File: src/hdl/m127_pkg.sv
// ---------------------------------------------------------------------------
// m127_pkg: shared constants and helpers for the 2^127-1 field unit
// Field width, operation codes and the modular add used by every stage.
// ---------------------------------------------------------------------------
package m127_pkg;

	localparam int unsigned FeW = 127;
	localparam int unsigned LoW = 64;
	localparam int unsigned HiW = 63;
	localparam int unsigned CntW = 7;

	typedef logic [FeW-1:0] fe_t;

	localparam logic [2:0] OP_ADD = 3'd0;
	localparam logic [2:0] OP_SUB = 3'd1;
	localparam logic [2:0] OP_MUL = 3'd2;
	localparam logic [2:0] OP_POW = 3'd3;
	localparam logic [2:0] OP_INV = 3'd4;

	localparam fe_t FE_P   = {FeW{1'b1}};
	localparam fe_t FE_ONE = {{(FeW-1){1'b0}}, 1'b1};
	localparam fe_t FE_PM2 = {{(FeW-2){1'b1}}, 2'b01};
	localparam logic [CntW-1:0] LAST_BIT = CntW'(FeW - 1);

	// Sum modulo p: the carry out of bit 126 wraps around as +1, and p itself
	// is replaced by zero so the result is always canonical.
	function automatic fe_t add_mod(fe_t a, fe_t b);
		logic [FeW:0] s;
		fe_t t;
		s = {1'b0, a} + {1'b0, b};
		t = s[FeW-1:0] + fe_t'(s[FeW]);
		return (t == FE_P) ? '0 : t;
	endfunction

endpackage

File: src/hdl/m127_mul.sv
// ---------------------------------------------------------------------------
// m127_mul: bit-serial modular multiplier
// Scans the multiplier MSB first, one bit per cycle: the accumulator is
// doubled (a rotate, since 2^127 = 1 mod p) and the multiplicand added.
// ---------------------------------------------------------------------------
module m127_mul (
	input  logic             clk,
	input  logic             arst_n,
	input  logic             start,
	input  m127_pkg::fe_t    x,
	input  m127_pkg::fe_t    y,
	output logic             done,
	output m127_pkg::fe_t    prod
);
	import m127_pkg::*;

	fe_t acc_q, x_q, y_q;
	logic [CntW-1:0] cnt_q;
	logic busy_q, done_q;
	fe_t step;

	always_comb begin
		step = add_mod({acc_q[FeW-2:0], acc_q[FeW-1]}, y_q[FeW-1] ? x_q : '0);
	end

	always_ff @(posedge clk or negedge arst_n) begin
		if (!arst_n) begin
			busy_q <= 1'b0;
			done_q <= 1'b0;
			cnt_q  <= '0;
		end else begin
			done_q <= 1'b0;
			if (start) begin
				busy_q <= 1'b1;
				cnt_q  <= '0;
			end else if (busy_q) begin
				cnt_q <= cnt_q + 1'b1;
				if (cnt_q == LAST_BIT) begin
					busy_q <= 1'b0;
					done_q <= 1'b1;
				end
			end
		end
	end

	always_ff @(posedge clk) begin
		if (start) begin
			acc_q <= '0;
			x_q   <= x;
			y_q   <= y;
		end else if (busy_q) begin
			acc_q <= step;
			y_q   <= {y_q[FeW-2:0], 1'b0};
		end
	end

	assign done = done_q;
	assign prod = acc_q;

endmodule

File: src/hdl/mersenne127_field_alu.sv
// ---------------------------------------------------------------------------
// mersenne127_field_alu: arithmetic unit for the field modulo 2^127-1
// Add, subtract, multiply, power and inverse on 127-bit field elements.
// ---------------------------------------------------------------------------
// Usage: a request (req_type, a_lo/a_hi, b_lo/b_hi) is taken when in_valid
// and in_ready are both high; exactly one result (res_lo/res_hi) follows on
// the out_valid/out_ready channel. The unit works on one request at a time;
// in_ready is high while it is idle, also while a result waits to be taken.
// Add, subtract and unknown operations go straight to the output stage. A
// multiply runs on the bit-serial multiplier: it is started, takes one
// multiplier bit per step through all 127 bits, and hands the product back.
// Power squares for each of the 127 exponent bits and adds a multiply by
// the base for each set bit; inverse uses the exponent p-2.
// A stalled receiver holds the result in the output register; a finished
// computation waits until that register is free.
// Reset clears the control state and drops out_valid; no result survives it.
// ---------------------------------------------------------------------------
module mersenne127_field_alu (
	input  logic                          clk,
	input  logic                          arst_n,
	input  logic                          in_valid,
	output logic                          in_ready,
	input  logic [2:0]                    req_type,
	input  logic [m127_pkg::LoW-1:0]      a_lo,
	input  logic [m127_pkg::HiW-1:0]      a_hi,
	input  logic [m127_pkg::LoW-1:0]      b_lo,
	input  logic [m127_pkg::HiW-1:0]      b_hi,
	output logic                          out_valid,
	input  logic                          out_ready,
	output logic [m127_pkg::LoW-1:0]      res_lo,
	output logic [m127_pkg::HiW-1:0]      res_hi
);
	import m127_pkg::*;

	typedef enum logic [4:0] {
		ST_IDLE = 5'b00001,
		ST_MUL  = 5'b00010,
		ST_SQ   = 5'b00100,
		ST_PM   = 5'b01000,
		ST_FIN  = 5'b10000
	} state_t;

	state_t st_q;
	fe_t r_q, base_q, e_q, out_q;
	logic [CntW-1:0] ecnt_q;
	logic run_q, ov_q;
	logic mul_start, mul_done;
	fe_t mul_x, mul_y, prod, a_in, b_in;

	assign a_in = {a_hi, a_lo};
	assign b_in = {b_hi, b_lo};
	assign in_ready = (st_q == ST_IDLE);
	assign mul_start = !run_q && (st_q == ST_MUL || st_q == ST_SQ || st_q == ST_PM);

	always_comb begin
		unique case (st_q)
			ST_SQ: begin
				mul_x = r_q;
				mul_y = r_q;
			end
			ST_PM: begin
				mul_x = base_q;
				mul_y = r_q;
			end
			default: begin
				mul_x = base_q;
				mul_y = e_q;
			end
		endcase
	end

	m127_mul u_mul (
		.clk   (clk),
		.arst_n(arst_n),
		.start (mul_start),
		.x     (mul_x),
		.y     (mul_y),
		.done  (mul_done),
		.prod  (prod)
	);

	always_ff @(posedge clk or negedge arst_n) begin
		if (!arst_n) begin
			st_q   <= ST_IDLE;
			run_q  <= 1'b0;
			ov_q   <= 1'b0;
			ecnt_q <= '0;
		end else begin
			if (st_q == ST_FIN && (!ov_q || out_ready)) ov_q <= 1'b1;
			else if (ov_q && out_ready) ov_q <= 1'b0;
			if (mul_start) run_q <= 1'b1;
			if (mul_done) run_q <= 1'b0;
			unique case (st_q)
				ST_IDLE: begin
					if (in_valid) begin
						ecnt_q <= '0;
						if (req_type == OP_MUL) st_q <= ST_MUL;
						else if (req_type == OP_POW || req_type == OP_INV) st_q <= ST_SQ;
						else st_q <= ST_FIN;
					end
				end
				ST_MUL: begin
					if (mul_done) st_q <= ST_FIN;
				end
				ST_SQ: begin
					if (mul_done) begin
						if (e_q[FeW-1]) st_q <= ST_PM;
						else begin
							ecnt_q <= ecnt_q + 1'b1;
							st_q <= (ecnt_q == LAST_BIT) ? ST_FIN : ST_SQ;
						end
					end
				end
				ST_PM: begin
					if (mul_done) begin
						ecnt_q <= ecnt_q + 1'b1;
						st_q <= (ecnt_q == LAST_BIT) ? ST_FIN : ST_SQ;
					end
				end
				ST_FIN: begin
					if (!ov_q || out_ready) st_q <= ST_IDLE;
				end
				default: st_q <= ST_IDLE;
			endcase
		end
	end

	always_ff @(posedge clk) begin
		unique case (st_q)
			ST_IDLE: begin
				base_q <= a_in;
				e_q    <= (req_type == OP_INV) ? FE_PM2 : b_in;
				if (req_type == OP_ADD) r_q <= add_mod(a_in, b_in);
				else if (req_type == OP_SUB) r_q <= add_mod(a_in, ~b_in);
				else if (req_type == OP_POW || req_type == OP_INV) r_q <= FE_ONE;
				else r_q <= '0;
			end
			ST_MUL: begin
				if (mul_done) r_q <= prod;
			end
			ST_SQ: begin
				if (mul_done) begin
					r_q <= prod;
					if (!e_q[FeW-1]) e_q <= {e_q[FeW-2:0], 1'b0};
				end
			end
			ST_PM: begin
				if (mul_done) begin
					r_q <= prod;
					e_q <= {e_q[FeW-2:0], 1'b0};
				end
			end
			ST_FIN: begin
				if (!ov_q || out_ready) out_q <= r_q;
			end
			default: ;
		endcase
	end

	assign out_valid = ov_q;
	assign res_lo = out_q[LoW-1:0];
	assign res_hi = out_q[FeW-1:LoW];

endmodule
File: config.mk
export PLATFORM = sky130hd
export DESIGN_NAME = mersenne127_field_alu
export DESIGN_NICKNAME = d
export VERILOG_FILES = /design/src/hdl/m127_pkg.sv /design/src/hdl/m127_mul.sv /design/src/hdl/mersenne127_field_alu.sv
export SDC_FILE = /design/constraint.sdc
export NUM_CORES = 2
export LEC_CHECK = 0
export BUFFER_PORTS_ARGS = -buffer_cell sky130_fd_sc_hd__buf_2
export CAP_MARGIN = 25
export CORE_UTILIZATION = 25
export CTS_CLUSTER_SIZE = 12
export DETAILED_ROUTE_END_ITERATION = 8
export SLEW_MARGIN = 25
export SYNTH_ARGS = -nofsm -noshare
export SYNTH_HDL_FRONTEND = slang
export SYNTH_SLANG_ARGS = --single-unit
File: constraint.sdc
create_clock -name clk -period 13.8 [get_ports clk]
set_input_delay 1.38 -clock clk [delete_from_list [all_inputs] [get_ports clk]]
set_output_delay 1.38 -clock clk [all_outputs]
set_load 0.02 [all_outputs]
# ---- Word-level counts from Yosys, hierarchy flattened
# Cells that the tools add are included.
dict set report totals {
  regBits 912
  inputBits 261
}
dict set report classes {
  n_reduce_logical 23
  bitwise 1
  eq_ne 21
  n_addsub 8
  mux 45
}
# op count
set op_table {}
lappend op_table {{two-way mux 127 bit} 15}
lappend op_table {{adder 127 x 127 -> 128 bit} 3}
lappend op_table {{adder 127 x 1 -> 127 bit} 3}
lappend op_table {{equality test 127 bit, second input constant} 3}
lappend op_table {{one-hot mux 127 bit (3 select lines)} 1}
lappend op_table {{one-hot mux 127 bit (2 select lines)} 1}
lappend op_table {{inverter 127 bit} 1}
lappend op_table {{two-way mux 5 bit} 9}
lappend op_table {{two-way mux 7 bit} 6}
lappend op_table {{one-hot mux 5 bit (5 select lines)} 1}
lappend op_table {{one-hot mux 7 bit (3 select lines)} 1}
lappend op_table {{adder 7 x 1 -> 7 bit, second input constant} 2}
lappend op_table {{equality test 7 bit, second input constant} 2}
lappend op_table {{two-way mux 1 bit} 11}
lappend op_table {{!= test 2 x 1 -> 1 bit, second input constant} 5}
lappend op_table {{AND reduction 5 bit} 2}
lappend op_table {{nonzero test 2 bit} 4}
lappend op_table {{equality test 3 x 2 -> 1 bit, second input constant} 2}
lappend op_table {{equality test 5 x 1 -> 1 bit, second input constant} 1}
lappend op_table {{equality test 5 x 2 -> 1 bit, second input constant} 1}
lappend op_table {{equality test 5 x 3 -> 1 bit, second input constant} 1}
lappend op_table {{equality test 5 x 4 -> 1 bit, second input constant} 1}
lappend op_table {{equality test 5 bit, second input constant} 1}
lappend op_table {{logical OR 1 bit} 4}
lappend op_table {{12 further kinds} 17}

# ---- Logic depth before layout (Yosys ltp)
dict set report depth {
  word_depth 8
  mapped_depth 42
  depth_no_buf 35
}

# ---- By module
# From an unflattened synthesis, not the netlist that was laid out.
dict set report hier_totals {
  hier_cells 10242
  hier_area_um2 84183.2
}
# module cells_each area_per_inst_um2 instances
set modules_own_cells {}
lappend modules_own_cells {mersenne127_field_alu 6775 53535.1 1}
lappend modules_own_cells {m127_mul 3467 30648.1 1}

# ---- Worst setup path after synthesis
# OpenSTA, ideal clock, no wires.
dict set report synth_timing {
  path_type {register -> register}
  from {register st_q[2]}
  to {register ecnt_q[5]}
  stages_incl_launch_ff 9
  setup_time_ns 0.110
  period_less_slack_ns 10.203
  t_arrival_ns 10.093
  slack_ns 3.597
  path_buffers 2
  path_cell_list {dfrtp_1 or3_1 nand2b_1 clkbuf_1 a32oi_1 o21ai_1 or2_2 clkbuf_1 o41ai_1}
}
dict set report synth_between {
  elab_chain_cells 3
}
# element line
set synth_rtl {}
lappend synth_rtl {{start: declaration} mersenne127_field_alu.sv:43} ;# state_t st_q;
lappend synth_rtl {{start signal: assignment} mersenne127_field_alu.sv:110} ;# st_q <= (ecnt_q == LAST_BIT) ? ST_FIN : ST_SQ;
lappend synth_rtl {{start signal: assignment} mersenne127_field_alu.sv:117} ;# st_q <= (ecnt_q == LAST_BIT) ? ST_FIN : ST_SQ;
lappend synth_rtl {{equality test 5 x 3 -> 1 bit (tied with other cells)} mersenne127_field_alu.sv:93} ;# unique case (st_q)
lappend synth_rtl {{!= test 2 bit (no line) (tied with other cells)} -}
lappend synth_rtl {{AND reduction 5 bit (no line)} -}
lappend synth_rtl {{end signal: assignment} mersenne127_field_alu.sv:109} ;# ecnt_q <= ecnt_q + 1'b1;
lappend synth_rtl {{end signal: assignment} mersenne127_field_alu.sv:116} ;# ecnt_q <= ecnt_q + 1'b1;
lappend synth_rtl {{end: declaration} mersenne127_field_alu.sv:45} ;# logic [CntW-1:0] ecnt_q;
# Parallel ways exist; a longest one is shown, timed or not.
# A chain may end at the register's enable or synchronous reset.

# ---- Worst setup path after layout
dict set report layout_timing {
  from {input port b_hi[18] (netlist bit)}
  to {register r_q[27], data pin}
}
dict set report layout_between {
  elab_chain_cells 8
}
# element line
set layout_rtl {}
lappend layout_rtl {{start: declaration} mersenne127_field_alu.sv:27} ;# input logic [m127_pkg::HiW-1:0] b_hi,
lappend layout_rtl {{inverter 127 bit} mersenne127_field_alu.sv:134} ;# else if (req_type == OP_SUB) r_q <= add_mod(a_in, ~b_in);
lappend layout_rtl {{adder 127 x 127 -> 128 bit} m127_pkg.sv:30} ;# s = {1'b0, a} + {1'b0, b};
lappend layout_rtl {{adder 127 x 1 -> 127 bit} m127_pkg.sv:31} ;# t = s[FeW-1:0] + fe_t'(s[FeW]);
lappend layout_rtl {{equality test 127 bit} m127_pkg.sv:32} ;# return (t == FE_P) ? '0 : t;
lappend layout_rtl {{two-way mux 127 bit} m127_pkg.sv:32}
lappend layout_rtl {{two-way mux 127 bit} mersenne127_field_alu.sv:134}
lappend layout_rtl {{two-way mux 127 bit *} mersenne127_field_alu.sv:133} ;# if (req_type == OP_ADD) r_q <= add_mod(a_in, b_in);
lappend layout_rtl {{one-hot mux 127 bit (2 select lines) *} mersenne127_field_alu.sv:129} ;# unique case (st_q)
lappend layout_rtl {{end signal: assignment} mersenne127_field_alu.sv:133}
lappend layout_rtl {{end signal: assignment} mersenne127_field_alu.sv:134}
lappend layout_rtl {{end signal: assignment} mersenne127_field_alu.sv:139} ;# if (mul_done) r_q <= prod;
lappend layout_rtl {{end: declaration} mersenne127_field_alu.sv:44} ;# fe_t r_q, base_q, e_q, out_q;
# Every way passes the cells marked *; elsewhere a longest branch is shown, timed or not.

==> impl_metrics.yaml <==
yosys:
  async_flop_share_pct: 2.52
  synth_area_leader_cell: "edfxtp_1"
  yosys-top-cells-area: "edfxtp_1 (28%), nand2_1 (6.7%), ha_1 (6.0%), xnor2_1 (4.2%), a21oi_1 (4.2%)"
  synth-seq-cells: 912
  ys_seq_area_share_pct: 31.7
  ys_types: 119
  synthCells: 10200
  synth_area_um2: 82000
  ys_top_cells_by_count: "nand2_1 (1453), nor2_1 (830), edfxtp_1 (762), a21oi_1 (686), o21ai_0 (541)"
  syn_area_per_cell_um2: 8.05
  yosys_most_used_dff: "edfxtp_1"
  synth.most_common_cell: "nand2_1"
  yosys_warnings: 0
  synth_edf_count: 762
  syn-num-nets: 10800
  synth_top_area_share_pct: 27.9
timing:
  finalMaxSlewViolations: 0
  layout_setup_ws_ns: 1.28
  fmax_ghz: 0.0799
  fin_tns_setup_ns: 0
  slew_headroom_pct: 16.7
  hold_viol: 0
  worst_pin_slew_ns: 1.24
  fin_crit_sh_pct: 90.7
  period_minus_slack_ns: 12.52
  setup_violations: 0
  finClkSkew_ns: 0.0697
  rsz0062_at_grt: "false"
floorplan:
  die_h_um: 575
  die_area_um2: 330000
  io_pins: 390
  std_cell_rows: 209
  initial_core_util_pct: 25.2
  fp.dieW_um: 575
  core_area_um2: 325000
critical_path:
  cp-end-kind: "flip-flop"
  crit_arrival_ns: 12.97
  crit_top_cell: "buf_4"
  crit_path_top_delay_cell: "nor4_1"
  r2r_cells: 38
  cpPeakStageDelay_ns: 0.76
  path_class: "in2reg"
  worstReg2RegEnd: "u_mul.prod[42]$_SDFFE_PP0P_"
  critPathRequiredTime_ns: 14.26
  r2r_slack_ns: 1.80
  regToRegStartpoint: "u_mul.y_q[126]$_DFFE_PP_"
  crit_path_start_kind: "input port"
  crit_fanout: 46
cells_and_area:
  instances_no_fill: 15000
  nets: 11200
  fillers: 35400
  multi_input_area_um2: 52700
  design_area_um2: 93900
  layout-drive-gt1-share_pct: 11.8
  syn_to_final_growth_pct: 14.5
  regArea_um2: 26000
  postLayoutCoreUtil_pct: 28.9
power_and_ir_drop:
  switching_share_pct: 50.6
  p_leak_nw: 33.5
  irDropWorstVdd_mv: 0.138
  power.density_nw_per_um2: 189
  seqPwrFrac_pct: 33.5
  clkPwrFrac_pct: 14.9
  cellInternalPower_w: 0.00875
  power.share.combinational_pct: 51.6
  p_switching_w: 0.00897
grt:
  grt_overflow: 0
  grt_max_degree: 174
  grt.total_usage_pct: 28.5
  grt_pass1_wl_um: 666000
  antenna_found_initial: 117
  grt_pass1_vias: 83000
cts:
  clk_pin_slew_ns: 0.06
  clock_path_buffers: 3
  clock_latency_ns: 0.77
  root_buffer: "clkbuf_16"
  cts_buffers: 98
  cts_tree: "built"
  postCtsSetupRepairBufs: 0
  cts_htree_levels: 3
  clkSinkCount: 912
  hold_buffers: 0
  cts.repair.resized: 0
routing:
  wirelength_um: 494000
  vias: 90800
  wl_per_cell_um: 32.9
  drc_errors: 0
  drtIter0Drc: 15200
  drt_pass1_iterations: 7
  vias_per_cell: 6.05
  antenna_left: 0
placement:
  numPlacedInstances: 14800
  io_buffers: 389
  post-place-ws_ns: 0.813
  hpwlAfterDp_um: 417000
  placed_cell_area_um2: 90500
  place.gp.congestion: 1.11
hold_path:
  min_to: "u_mul.prod[62]$_SDFFE_PP0P_"
  hold_path_class: "reg2reg"
  hp-start: "u_mul.prod[62]$_SDFFE_PP0P_"
  whs_path_depth: 2
status:
  outcome: "completed"
flow_run:
  maxCapViolations: 0
==> critical path: cells and delay by family <==
kind	cells	cell delay (ns)
adder cells (fa/ha/maj)	2	0.50
XOR/XNOR	1	0.29
AO/OA/AOI/OAI	8	1.73
AND/OR/NAND/NOR	20	7.07
buffers and inverters	9	1.91
==> flip-flops by register name (all words and copies together), names as in the netlist <==
register / cells
r_q: 127
out_q: 127
u_mul.x_q: 127
e_q: 127
st_q: 5
u_mul.y_q: 127
u_mul.cnt_q: 7
base_q: 127
u_mul.done: 1
u_mul.busy_q: 1
out_valid: 1
ecnt_q: 7
u_mul.prod: 127
run_q: 1
==> cell usage in the layout (no fill, tap or decap), types with 41 or more instances in the layout <==
master / instances
a211oi_1: 90
a21o_1: 161
a21oi_1: 685
a221oi_1: 45
a22o_1: 45
a31oi_1: 193
and2_1: 240
and3_1: 103
and4_1: 59
buf_2: 389
buf_4: 384
clkbuf_1: 41
clkbuf_16: 99
dfxtp_1: 127
diode_2: 73
edfxtp_1: 762
ha_1: 391
inv_1: 361
mux2_2: 143
nand2_1: 1450
nand2b_1: 65
nand3_1: 280
nand4_1: 316
nor2_1: 829
nor2b_1: 63
nor3_1: 302
nor4_1: 274
o211ai_1: 102
o21a_1: 48
o21ai_0: 538
o21ai_1: 130
o21bai_1: 76
o221ai_1: 122
o31ai_1: 144
or2_2: 47
or3_1: 96
or4_1: 78
xnor2_1: 390
xor2_1: 187
==> layout make-up <==
cell class / instances / area share (%)
multi-input cells: 8366 / 56.1
repair buffers: 789 / 5.48
clock buffers: 147 / 2.90
diodes: 73 / 0.195
inverters: 371 / 1.50
well taps: 4325 / 5.76
clock inverters: 31 / 0.361
flip-flops and latches: 912 / 27.7
==> worst max path at each step <==
stage | cells past startpoint | start | slack [ns] | endpoint
after global placement | 40 | b_hi[18] | 0.94 | r_q[26]$_DFFE_PP_
after CTS | 40 | b_hi[18] | 1.55 | r_q[27]$_DFFE_PP_
final | 40 | b_hi[18] | 1.28 | r_q[27]$_DFFE_PP_
after floorplan | 8 | st_q[2]$_DFFE_PN0P_ | 3.60 | ecnt_q[5]$_DFFE_PN0P_
after global routing | 40 | b_hi[18] | 1.05 | r_q[27]$_DFFE_PP_
after detailed placement | 40 | b_hi[18] | 0.81 | r_q[27]$_DFFE_PP_
==> metal layers <==
layer | track usage (%) | vias to the layer above | wire, um
met5 | 0 | - | 134
met4 | 19.4 | 22 | 38500
met3 | 4.26 | 1122 | 51200
met2 | 42.7 | 6159 | 209000
met1 | 37.6 | 44500 | 195000
li1 | - | 39000 | -
==> metrics by stage <==
| step | hold WS [ns] | power (W) |
|---|---|---|
| after floorplan | 0.443 | 0.0107 |
| after global placement | 0.457 | 0.0147 |
| after detailed placement | 0.464 | 0.0146 |
| after CTS | 0.480 | 0.0173 |
| after global routing | 0.493 | 0.0183 |
| final | 0.482 | 0.0177 |
==> power groups by stage <==
stage	Sequential (W)	Combinational [W]	Clock, W
3_3_place_gp	0.00589	0.00877	0
4_1_cts	0.00584	0.00881	0.00266
6_report	0.00593	0.00914	0.00264
5_1_grt	0.00594	0.00959	0.00276
3_5_place_dp	0.00589	0.00875	0
2_1_floorplan	0.00521	0.00553	0
==> cells by family after synthesis <==
group	synth area share [%]
adder cells (fa/ha/maj)	6.04
XOR/XNOR	6.23
flip-flops	31.7
AND/OR/NAND/NOR	26.8
buffers and inverters	4.42
multiplexers	2.34
AO/OA/AOI/OAI	22.4
(Power assumes the default switching activity.)
